**src/rtl/pil_pkg.sv**
```systemverilog
`timescale 1ns / 1ps
package pil_pkg;

	localparam int NUM_IRQS   = 1024;
	localparam int WORD_BITS  = 64;
	localparam int WORDS      = (NUM_IRQS + WORD_BITS - 1) / WORD_BITS;
	localparam int WIDX_W     = (WORDS > 1) ? $clog2(WORDS) : 1;
	localparam int BIT_IDX_W  = $clog2(WORD_BITS);
	localparam int IRQ_W      = 10;
	localparam int CMD_W      = 2;

	localparam logic [CMD_W-1:0] CMD_POST  = 2'd0;
	localparam logic [CMD_W-1:0] CMD_CLEAR = 2'd1;
	localparam logic [CMD_W-1:0] CMD_PULL  = 2'd2;

	localparam logic STAGE_ROOT = 1'b0;
	localparam logic STAGE_HEAD = 1'b1;

	typedef struct packed {
		logic [CMD_W-1:0] command;
		logic             stage_sel;
		logic [IRQ_W-1:0] irq_number;
	} pil_req_t;

	typedef struct packed {
		logic [IRQ_W-1:0] pulled_irq;
		logic             found;
	} pil_rsp_t;

	// per stage operation; post and clear already qualified by valid and range, pull by valid
	typedef struct packed {
		logic                 post;
		logic                 clr;
		logic                 pull;
		logic [WIDX_W-1:0]    word_idx;
		logic [BIT_IDX_W-1:0] bit_idx;
	} pil_op_t;

	typedef struct packed {
		logic                 found;
		logic [WIDX_W-1:0]    word_idx;
		logic [BIT_IDX_W-1:0] bit_idx;
	} pil_hit_t;

endpackage

```
**src/rtl/two_level_pending_interrupt_log_top.sv**
```systemverilog
`timescale 1ns / 1ps
// channel   | ports                    | handshake
// ----------+--------------------------+----------------------------------
// command   | request (pil_req_t)      | taken when start high, busy low
// result    | result (pil_rsp_t)       | one cycle, marked by done
//
// one transaction per cycle; busy stays low
// done and result come from the result register, which follows the command register
// the state update and the pull search sit between the command register and
// the result register: summary encode, word select, lowest bit encode
// reset clears both logs at once, no clearing pass
// the receiver cannot stall; done is a single cycle strobe
module two_level_pending_interrupt_log_top import pil_pkg::*; (
	input  logic     clk,
	input  logic     arst_n,
	input  logic     start,
	output logic     busy,
	input  pil_req_t request,
	output logic     done,
	output pil_rsp_t result
);

	logic     valid_s1;
	pil_req_t req_s1;
	logic     done_s2;
	pil_rsp_t result_s2;

	logic     in_range;
	pil_op_t  op_root;
	pil_op_t  op_head;
	pil_hit_t hit_root;
	pil_hit_t hit_head;
	pil_hit_t hit_sel;
	logic     is_pull;
	pil_rsp_t rsp_next;

	assign busy = 1'b0;

	always_ff @(posedge clk or negedge arst_n) begin
		if (!arst_n) begin
			valid_s1 <= 1'b0;
		end else begin
			valid_s1 <= start && !busy;
		end
	end

	always_ff @(posedge clk) begin
		if (start && !busy) begin
			req_s1 <= request;
		end
	end

	always_comb begin
		in_range = 32'(req_s1.irq_number) < NUM_IRQS;
		is_pull  = valid_s1 && (req_s1.command == CMD_PULL);

		op_root.word_idx = WIDX_W'(req_s1.irq_number / WORD_BITS);
		op_root.bit_idx  = BIT_IDX_W'(req_s1.irq_number % WORD_BITS);
		op_root.post     = valid_s1 && in_range && (req_s1.command == CMD_POST) &&
			(req_s1.stage_sel == STAGE_ROOT);
		op_root.clr      = valid_s1 && in_range && (req_s1.command == CMD_CLEAR);
		op_root.pull     = is_pull && (req_s1.stage_sel == STAGE_ROOT);

		op_head          = op_root;
		op_head.post     = valid_s1 && in_range && (req_s1.command == CMD_POST) &&
			(req_s1.stage_sel == STAGE_HEAD);
		op_head.pull     = is_pull && (req_s1.stage_sel == STAGE_HEAD);
	end

	pil_stage u_root (
		.clk    (clk),
		.arst_n (arst_n),
		.op     (op_root),
		.hit    (hit_root)
	);

	pil_stage u_head (
		.clk    (clk),
		.arst_n (arst_n),
		.op     (op_head),
		.hit    (hit_head)
	);

	always_comb begin
		hit_sel = (req_s1.stage_sel == STAGE_HEAD) ? hit_head : hit_root;
		rsp_next = '0;
		if (is_pull && hit_sel.found) begin
			rsp_next.found      = 1'b1;
			rsp_next.pulled_irq = IRQ_W'(32'(hit_sel.word_idx) * WORD_BITS +
				32'(hit_sel.bit_idx));
		end
	end

	always_ff @(posedge clk or negedge arst_n) begin
		if (!arst_n) begin
			done_s2 <= 1'b0;
		end else begin
			done_s2 <= valid_s1;
		end
	end

	always_ff @(posedge clk) begin
		result_s2 <= rsp_next;
	end

	assign done   = done_s2;
	assign result = result_s2;

	a_done_follows_valid: assert property (@(posedge clk) disable iff (!arst_n)
		valid_s1 |=> done_s2)
		else $error("transaction without result");

	a_found_only_on_pull: assert property (@(posedge clk) disable iff (!arst_n)
		result_s2.found |-> $past(is_pull))
		else $error("found set for a command other than pull");

	a_zero_when_missing: assert property (@(posedge clk) disable iff (!arst_n)
		(done_s2 && !result_s2.found) |-> (result_s2.pulled_irq == '0))
		else $error("nonzero interrupt without found");

endmodule

```
**src/rtl/pil_stage.sv**
```systemverilog
`timescale 1ns / 1ps
module pil_stage import pil_pkg::*; (
	input  logic     clk,
	input  logic     arst_n,
	input  pil_op_t  op,
	output pil_hit_t hit
);

	logic [WORDS-1:0]     summary_q;
	logic [WORD_BITS-1:0] words_q [WORDS];

	logic [WIDX_W-1:0]    first_w;
	logic [WIDX_W-1:0]    addr;
	logic [WORD_BITS-1:0] rd_word;
	logic [WORD_BITS-1:0] new_word;
	logic [WORD_BITS-1:0] clr_mask;
	logic [BIT_IDX_W-1:0] low_b;
	logic                 found;
	logic                 wr_en;

	always_comb begin
		first_w = '0;
		for (int i = WORDS - 1; i >= 0; i--) begin
			if (summary_q[i]) begin
				first_w = WIDX_W'(i);
			end
		end
	end

	// one read address: pull word or the word of the interrupt number
	assign addr    = op.pull ? first_w : op.word_idx;
	assign rd_word = words_q[addr];

	always_comb begin
		low_b = '0;
		for (int i = WORD_BITS - 1; i >= 0; i--) begin
			if (rd_word[i]) begin
				low_b = BIT_IDX_W'(i);
			end
		end
	end

	assign found = (|summary_q) && (|rd_word);

	always_comb begin
		clr_mask = WORD_BITS'(1) << (op.pull ? low_b : op.bit_idx);
		if (op.post) begin
			new_word = rd_word | clr_mask;
		end else begin
			new_word = rd_word & ~clr_mask;
		end
		wr_en = op.post || op.clr || (op.pull && found);
	end

	always_ff @(posedge clk or negedge arst_n) begin
		if (!arst_n) begin
			summary_q <= '0;
			for (int i = 0; i < WORDS; i++) begin
				words_q[i] <= '0;
			end
		end else if (wr_en) begin
			words_q[addr]   <= new_word;
			summary_q[addr] <= op.post || (new_word != '0);
		end
	end

	assign hit.found    = found;
	assign hit.word_idx = first_w;
	assign hit.bit_idx  = low_b;

	a_found_needs_summary: assert property (@(posedge clk) disable iff (!arst_n)
		(op.pull && hit.found) |-> (summary_q != '0))
		else $error("pull hit with empty summary");

	a_post_sets_summary: assert property (@(posedge clk) disable iff (!arst_n)
		op.post |=> summary_q[$past(op.word_idx)])
		else $error("summary bit not set after post");

	a_post_sets_pending: assert property (@(posedge clk) disable iff (!arst_n)
		op.post |=> words_q[$past(op.word_idx)][$past(op.bit_idx)])
		else $error("pending bit not set after post");

endmodule

```
**config.mk**
```make
export PLATFORM = sky130hd
export DESIGN_NAME = two_level_pending_interrupt_log_top
export DESIGN_NICKNAME = d
export VERILOG_FILES = /design/src/rtl/pil_pkg.sv /design/src/rtl/two_level_pending_interrupt_log_top.sv /design/src/rtl/pil_stage.sv
export SDC_FILE = /design/constraint.sdc
export NUM_CORES = 2
export LEC_CHECK = 0
export ABC_AREA = 0
export BUFFER_PORTS_ARGS = -buffer_cell sky130_fd_sc_hd__buf_2
export CAP_MARGIN = 5
export CELL_PAD_IN_SITES_DETAIL_PLACEMENT = 1
export CELL_PAD_IN_SITES_GLOBAL_PLACEMENT = 2
export CORE_MARGIN = 2
export CORE_UTILIZATION = 35
export DETAILED_ROUTE_END_ITERATION = 10
export HOLD_SLACK_MARGIN = 0.02
export MAX_ROUTING_LAYER = met4
export PLACE_DENSITY = 0.67
export SETUP_SLACK_MARGIN = 0.02
export SLEW_MARGIN = 0
export SYNTH_ARGS = -nofsm -noshare
export SYNTH_HDL_FRONTEND = slang
export SYNTH_SLANG_ARGS = --single-unit
```
**constraint.sdc**
```tcl
create_clock -name clk -period 8.7 [get_ports clk]
set_input_delay 0.435 -clock clk [delete_from_list [all_inputs] [get_ports clk]]
set_output_delay 0.435 -clock clk [all_outputs]
set_load 0.005 [all_outputs]
```
Word-level counts from Yosys, hierarchy flattened
Index checks and enable logic that the tools add are counted.
W data, S select, Z words.

storage, ports and cells
  input bits = 16
  output and inout port bits = 13
  logic and storage cells = 278
  flip-flop bits (word level) = 2,106

cells by class
  magnitude comparators = 8
  eq/ne operators = 2
  reduce and logical (&&, ||, !) cells = 29
  $add $sub $neg = 1
  bitwise logic cells = 9
  shifts and indexed selects = 2
  multiplexer cells = 186

operators by type and width
  operator                count
  $bwmux W1024            2
  $mux W6                 130
  $bmux W64 S4            2
  $demux W64 S4           2
  $mux W64                8
  $mux W4                 34
  $and A64 B64 Y64        2
  $not A64 Y64            2
  $or A64 B64 Y64         2
  $reduce_bool A64 Y1     2
  $reduce_or A64 Y1       2
  $shl A1 B6 Y64 const A  2
  $bwmux W16              2
  $reduce_or A16 Y1       2
  $logic_and A1 B1 Y1     16
  $mux W11                1
  $add A10 B6 Y10         1
  $ge A5 B5 Y1 const B    2
  $lt A4 B5 Y1 const B    2
  $lt A5 B1 Y1 const B    2
  $not A4 Y5              2
  $demux W1 S4            2
  $ge A4 B1 Y1 const B    2
  $logic_or A1 B1 Y1      6
  other kinds (5)         7

Longest topological paths before layout
  depth in word-level cells = 93
  depth in mapped cells = 31
  mapped depth without buffers = 19

Hierarchy
From an unflattened synthesis, not the netlist that was laid out.

unflattened totals
  cells, all modules = 11,385
  area total of the unflattened synthesis = 103,038.8 sq um

modules (own cells, without submodules)
  module                               area each (sq um)  instances  cells each
  pil_stage                            51,027.7           2          5,662
  two_level_pending_interrupt_log_top  983.4              1          61

Worst setup path after synthesis
OpenSTA, ideal clock, no wires.

  path type = register -> register
  start = register req_s1[12] in the netlist's numbering
  end = register u_root.summary_q[1]
  cell stages (with the launch flop) = 25
  library setup time = 0.137 ns
  arrival = 6.213 ns
  data required time = 8.563 ns
  path slack = 2.350 ns
  cell sequence = edfxtp_1 -> and4bb_1 -> buf_4 -> o211ai_1 -> nand2_1 -> nor2_2 -> buf_6 -> buf_4 -> buf_2 -> mux2i_1 -> o22ai_1 -> or4_1 -> nor3_2 -> nand4b_1 -> or2_1 -> o41ai_2 -> nand4_1 -> a211oi_1 -> mux2i_1 -> nand4_1 -> nor4_1 -> o2111ai_1 -> and4b_4 -> buf_6 -> a21oi_1

between the ends
  longest elaborated chain between the ends = 80
  elaborated cells on any way between the ends = 96
  classes of those cells = 2 x order compare; 2 x eq/ne; 1 x shift; 73 x mux; 4 x bitwise; 14 x reduce/logical

ends and longest elaborated chain
  item                                         line                                       source
  start, declared                              two_level_pending_interrupt_log_top.sv:24  pil_req_t req_s1;
  start signal, assigned                       two_level_pending_interrupt_log_top.sv:49  req_s1 <= request;
  $eq A2 B2 Y1                                 two_level_pending_interrupt_log_top.sv:55  is_pull = valid_s1 && (req_s1.command == CMD_PULL);
  $logic_and A1 B1 Y1                          two_level_pending_interrupt_log_top.sv:55
  $logic_and A1 B1 Y1                          two_level_pending_interrupt_log_top.sv:62  op_root.pull = is_pull && (req_s1.stage_sel == STAGE_ROOT);
  $mux W4                                      pil_stage.sv:31                            assign addr = op.pull ? first_w : op.word_idx;
  $not A4 Y5 (implied by the code)             pil_stage.sv:32                            assign rd_word = words_q[addr];
  $bmux W64 S4                                 pil_stage.sv:32
  $mux W64 (implied by the code) (2 in a row)  pil_stage.sv:32
  $mux W6 (64 in a row)                        pil_stage.sv:37                            if (rd_word[i]) begin
  $mux W6                                      pil_stage.sv:46                            clr_mask = WORD_BITS'(1) << (op.pull ? low_b : op.bit_idx);
  $shl A1 B6 Y64                               pil_stage.sv:46
  $not A64 Y64                                 pil_stage.sv:50                            new_word = rd_word & ~clr_mask;
  $and A64 B64 Y64                             pil_stage.sv:50
  $mux W64                                     pil_stage.sv:47                            if (op.post) begin
  $reduce_bool A64 Y1                          pil_stage.sv:63                            summary_q[addr] <= op.post || (new_word != '0);
  $logic_or A1 B1 Y1                           pil_stage.sv:63
  $bwmux W16                                   pil_stage.sv:63
  end signal, assigned by index                pil_stage.sv:63
  end, declared                                pil_stage.sv:9                             logic [WORDS-1:0] summary_q;

Several ways; a longest one is shown, not always the timed one. The select of a mux whose other input is x is not followed.
A chain may end at the register's enable or synchronous reset.

Final worst setup path
  start = register req_s1[11] in the netlist's numbering
  end = register u_root.summary_q[14]

The elaborated chain is that of the path after synthesis.

==> results.json <==
{
  "fin_util": 0.405,
  "path_class": "reg2reg",
  "start_kind": "flop",
  "final_common_cell": "dfrtp_1",
  "critical_path_depth": 23,
  "fin_crit_sh": 0.980,
  "postSynthAreaPerCell_um2": 9.13,
  "drc": 0,
  "total_leakage_power_uw": 0.0494,
  "cts.clk_slew.worst_paths_ns": 0.06,
  "layout_common_cells": "2,082 x dfrtp_1, 1,592 x nand2_1, 1,398 x a21oi_1",
  "drt_iter0_drc": 6150,
  "chipWidth_um": 541,
  "max_freq_mhz": 117,
  "slowest_delay_ns": 0.65,
  "crit_path_top_delay_cell": "a211oi_1",
  "cts_sinks": 2106,
  "regToRegSetupSlack_ns": 0.18,
  "totalNegativeSetupSlack_ns": 0,
  "cp-startpoint": "req_s1[11]$_DFFE_PP_",
  "critPathCapture": "u_root.summary_q[14]$_DFFE_PN0P_",
  "nets": 10830,
  "numCtsBuffers": 263,
  "ant_nets": 0,
  "grt_pass1_vias": 88446,
  "die_h_um": 541,
  "ys_warn_count": 0,
  "dpl.cell_count": 14285,
  "synth_cell_types": 123,
  "grt_usage": 0.291,
  "relSlewSlack": 0.182,
  "critPathTopFamily": "compound AO/OA/AOI/OAI gates",
  "hold_violations": 0,
  "syn_inst": 11034,
  "async_reset_ff_frac": 0.989,
  "grt_pass1_wl_mm": 621,
  "yosysSeqAreaShare": 0.523,
  "arrival_ns": 9.25,
  "drt-total-wl_mm": 419,
  "critPathRequiredTime_ns": 9.43,
  "period_needed_ns": 8.52,
  "status": "complete, no violations",
  "grt_overflow": 0,
  "max_slew.worst_pin.slew_ns": 1.21,
  "fin_cells": 14794,
  "fp.coreArea_mm2": 0.286,
  "rows": 196,
  "worst_setup_path_end_kind": "flop",
  "power.total_uw": 38600,
  "synth_edf_count": 13,
  "path_cells": "and4bb_2, buf_4, nand4_2, a31oi_4, buf_12, o21ai_1, buf_4, o32ai_1, a221oi_1, mux2i_2, nor2b_1, a211oi_1, o211ai_1, buf_4, a211oi_2, o211ai_1, a211oi_1, mux2i_2, nand4_1, nor4_1, o2111ai_1, and4b_4, o21ai_1",
  "synth_seq_cells": 2106,
  "cap_viol_max_count": 0,
  "first_pass_iters": 6,
  "synth_fp_nets": 11050,
  "antenna_found_initial": 19,
  "cts.htree.levels": 5,
  "cts_tree": "yes",
  "clock_latency_ns": 0.90,
  "via_count": 85936,
  "vdd_drop_max_uv": 171,
  "hpwl_mm": 263,
  "rr_worst_depth": 23,
  "finalSetupViolations": 0,
  "crit_fanout": 125,
  "viasPerCell": 5.81,
  "syn_to_final_growth_pct": 14.8,
  "grt_max_degree": 181,
  "start_util": 0.353,
  "skew_ns": 0.0522,
  "wl_per_cell_um": 28.3,
  "rsz0062_at_grt": "false",
  "cp.buffers_inverters": 4,
  "netlist_area_mm2": 0.101,
  "clockBufferDepth": 4,
  "power_density_mw_per_mm2": 334,
  "maxSlewViolCount": 0,
  "rr_startpoint": "req_s1[11]$_DFFE_PP_",
  "root_buffer": "clkbuf_16",
  "io_buffers": 27,
  "io-pin-count": 29,
  "crit_top_cell": "buf_4",
  "dieArea_mm2": 0.292,
  "holdCritPathClass": "in2async",
  "routabilityCongestion": 0.952,
  "synth_ff_type": "dfrtp_1",
  "timing.rr.end": "u_root.summary_q[14]$_DFFE_PN0P_",
  "drive_gt1_frac": 0.111
}
-- cell type report --
cell class | count | area [um2]
clock buffers | 390 | 7800
multi-input cells | 7880 | 44300
well taps | 3762 | 4710
inverters | 17 | 63.8
clock inverters | 67 | 812
repair buffers | 546 | 5200
fillers | 32089 | 170000
flip-flops and latches | 2106 | 52700
diodes | 26 | 65.1
-- Yosys cell counts (20+ instances only) --
| master | count | share of area |
|---|---|---|
| o32ai_1 | 30 | 0.0026 |
| nand2b_1 | 20 | 0.0012 |
| a21boi_0 | 43 | 0.0032 |
| nand2_1 | 1602 | 0.060 |
| a221oi_1 | 75 | 0.0065 |
| dfrtp_1 | 2082 | 0.52 |
| a32o_1 | 36 | 0.0036 |
| nor3b_1 | 24 | 0.0018 |
| buf_4 | 41 | 0.0031 |
| a211oi_1 | 211 | 0.016 |
| or4_1 | 47 | 0.0035 |
| mux4_2 | 29 | 0.0065 |
| o211a_1 | 44 | 0.0044 |
| mux2i_1 | 444 | 0.044 |
| o2111ai_1 | 41 | 0.0036 |
| nand3_1 | 236 | 0.012 |
| a2111o_1 | 31 | 0.0035 |
| o211ai_1 | 66 | 0.0049 |
| buf_2 | 141 | 0.0070 |
| o21ai_0 | 1240 | 0.062 |
| and3_1 | 162 | 0.010 |
| nor3_1 | 68 | 0.0034 |
| nor4_1 | 44 | 0.0027 |
| buf_1 | 52 | 0.0019 |
| a21oi_1 | 1399 | 0.069 |
| nand4_1 | 67 | 0.0042 |
| a31oi_1 | 64 | 0.0040 |
| clkbuf_1 | 782 | 0.029 |
| o21ai_1 | 24 | 0.0012 |
| mux2_2 | 58 | 0.0065 |
| nor2_1 | 1255 | 0.047 |
| mux2_1 | 24 | 0.0027 |
| o22ai_1 | 77 | 0.0048 |
-- power by group --
| part | internal, uW | leakage [uW] | switching (uW) |
|---|---|---|---|
| registers | 13400 | 0.0269 | 2130 |
| logic | 4250 | 0.0183 | 7780 |
| clock network | 6550 | 0.00423 | 4520 |
-- stage by stage --
stage               cell area, um2  worst slack [ns]  hold slack (ns)
global placement            107000            -0.591            0.454
floorplan                   101000              2.35            0.139
detailed placement          107000           0.00166            0.463
global route                116000            0.0231            0.219
CTS                         115000            0.0536            0.158
finish                      116000             0.178            0.159
-- what timing repair did --
item | 4_1_cts | 5_1_grt
endpoints found under the setup margin | 16 | 53
hold endpoints to repair | 121 | 0
buffers inserted | 0 | 11
pin swaps | 1 | 4
cloned | 0 | 0
gates resized for setup | 1 | 16
hold buffers | 15 | 0
-- state kept, by name, summed over array words and instances (netlist names) --
signal,cells
u_head.words_q,1024
result,11
u_head.summary_q,16
u_root.words_q,1024
u_root.summary_q,16
req_s1,13
valid_s1,1
done,1
-- worst register-to-register path, delay by kind of cell, from the launching register on --
family          cells  cell delay [ns]
compound gates     11             3.92
buf+inv             4             1.15
simple gates        6             1.72
flops               1             0.52
mux                 2             1.07
-- how the worst min path moves through the flow --
stage | from | end | slack [ns] | cells past startpoint
6_report | arst_n | u_root.words_q[132]$_DFFE_PN0P_ | 0.16 | 2
5_1_grt | arst_n | u_root.words_q[132]$_DFFE_PN0P_ | 0.22 | 2
4_1_cts | arst_n | u_root.words_q[22]$_DFFE_PN0P_ | 0.16 | 2
3_5_place_dp | u_root.words_q[263]$_DFFE_PN0P_ | u_root.words_q[263]$_DFFE_PN0P_ | 0.46 | 2
3_3_place_gp | u_root.words_q[263]$_DFFE_PN0P_ | u_root.words_q[263]$_DFFE_PN0P_ | 0.45 | 2
2_1_floorplan | arst_n | done$_DFF_PN0_ | 0.14 | 0
-- cell families (layout without fill, tap and decap cells) --
group / after synthesis / count (layout) / synth area share
AOI/OAI and AO/OA: 3632 / 3632 / 0.213
buffers and inverters: 1048 / 1020 / 0.0434
DFF: 2106 / 2106 / 0.523
muxes: 562 / 562 / 0.0608
other: 1 / 27 / 0.0000372
and+or+nand+nor: 3685 / 3685 / 0.160
-- layer usage --
layer / vias up / GRT usage / share of wire
met3: 550 / 0.0295 / 0.042
met4: 0 / 0.0802 / 0.028
met2: 1894 / 0.433 / 0.44
li1: 38664 / - / -
met1: 44828 / 0.420 / 0.49
met5: - / - / 0
(Power assumes the default switching activity.)
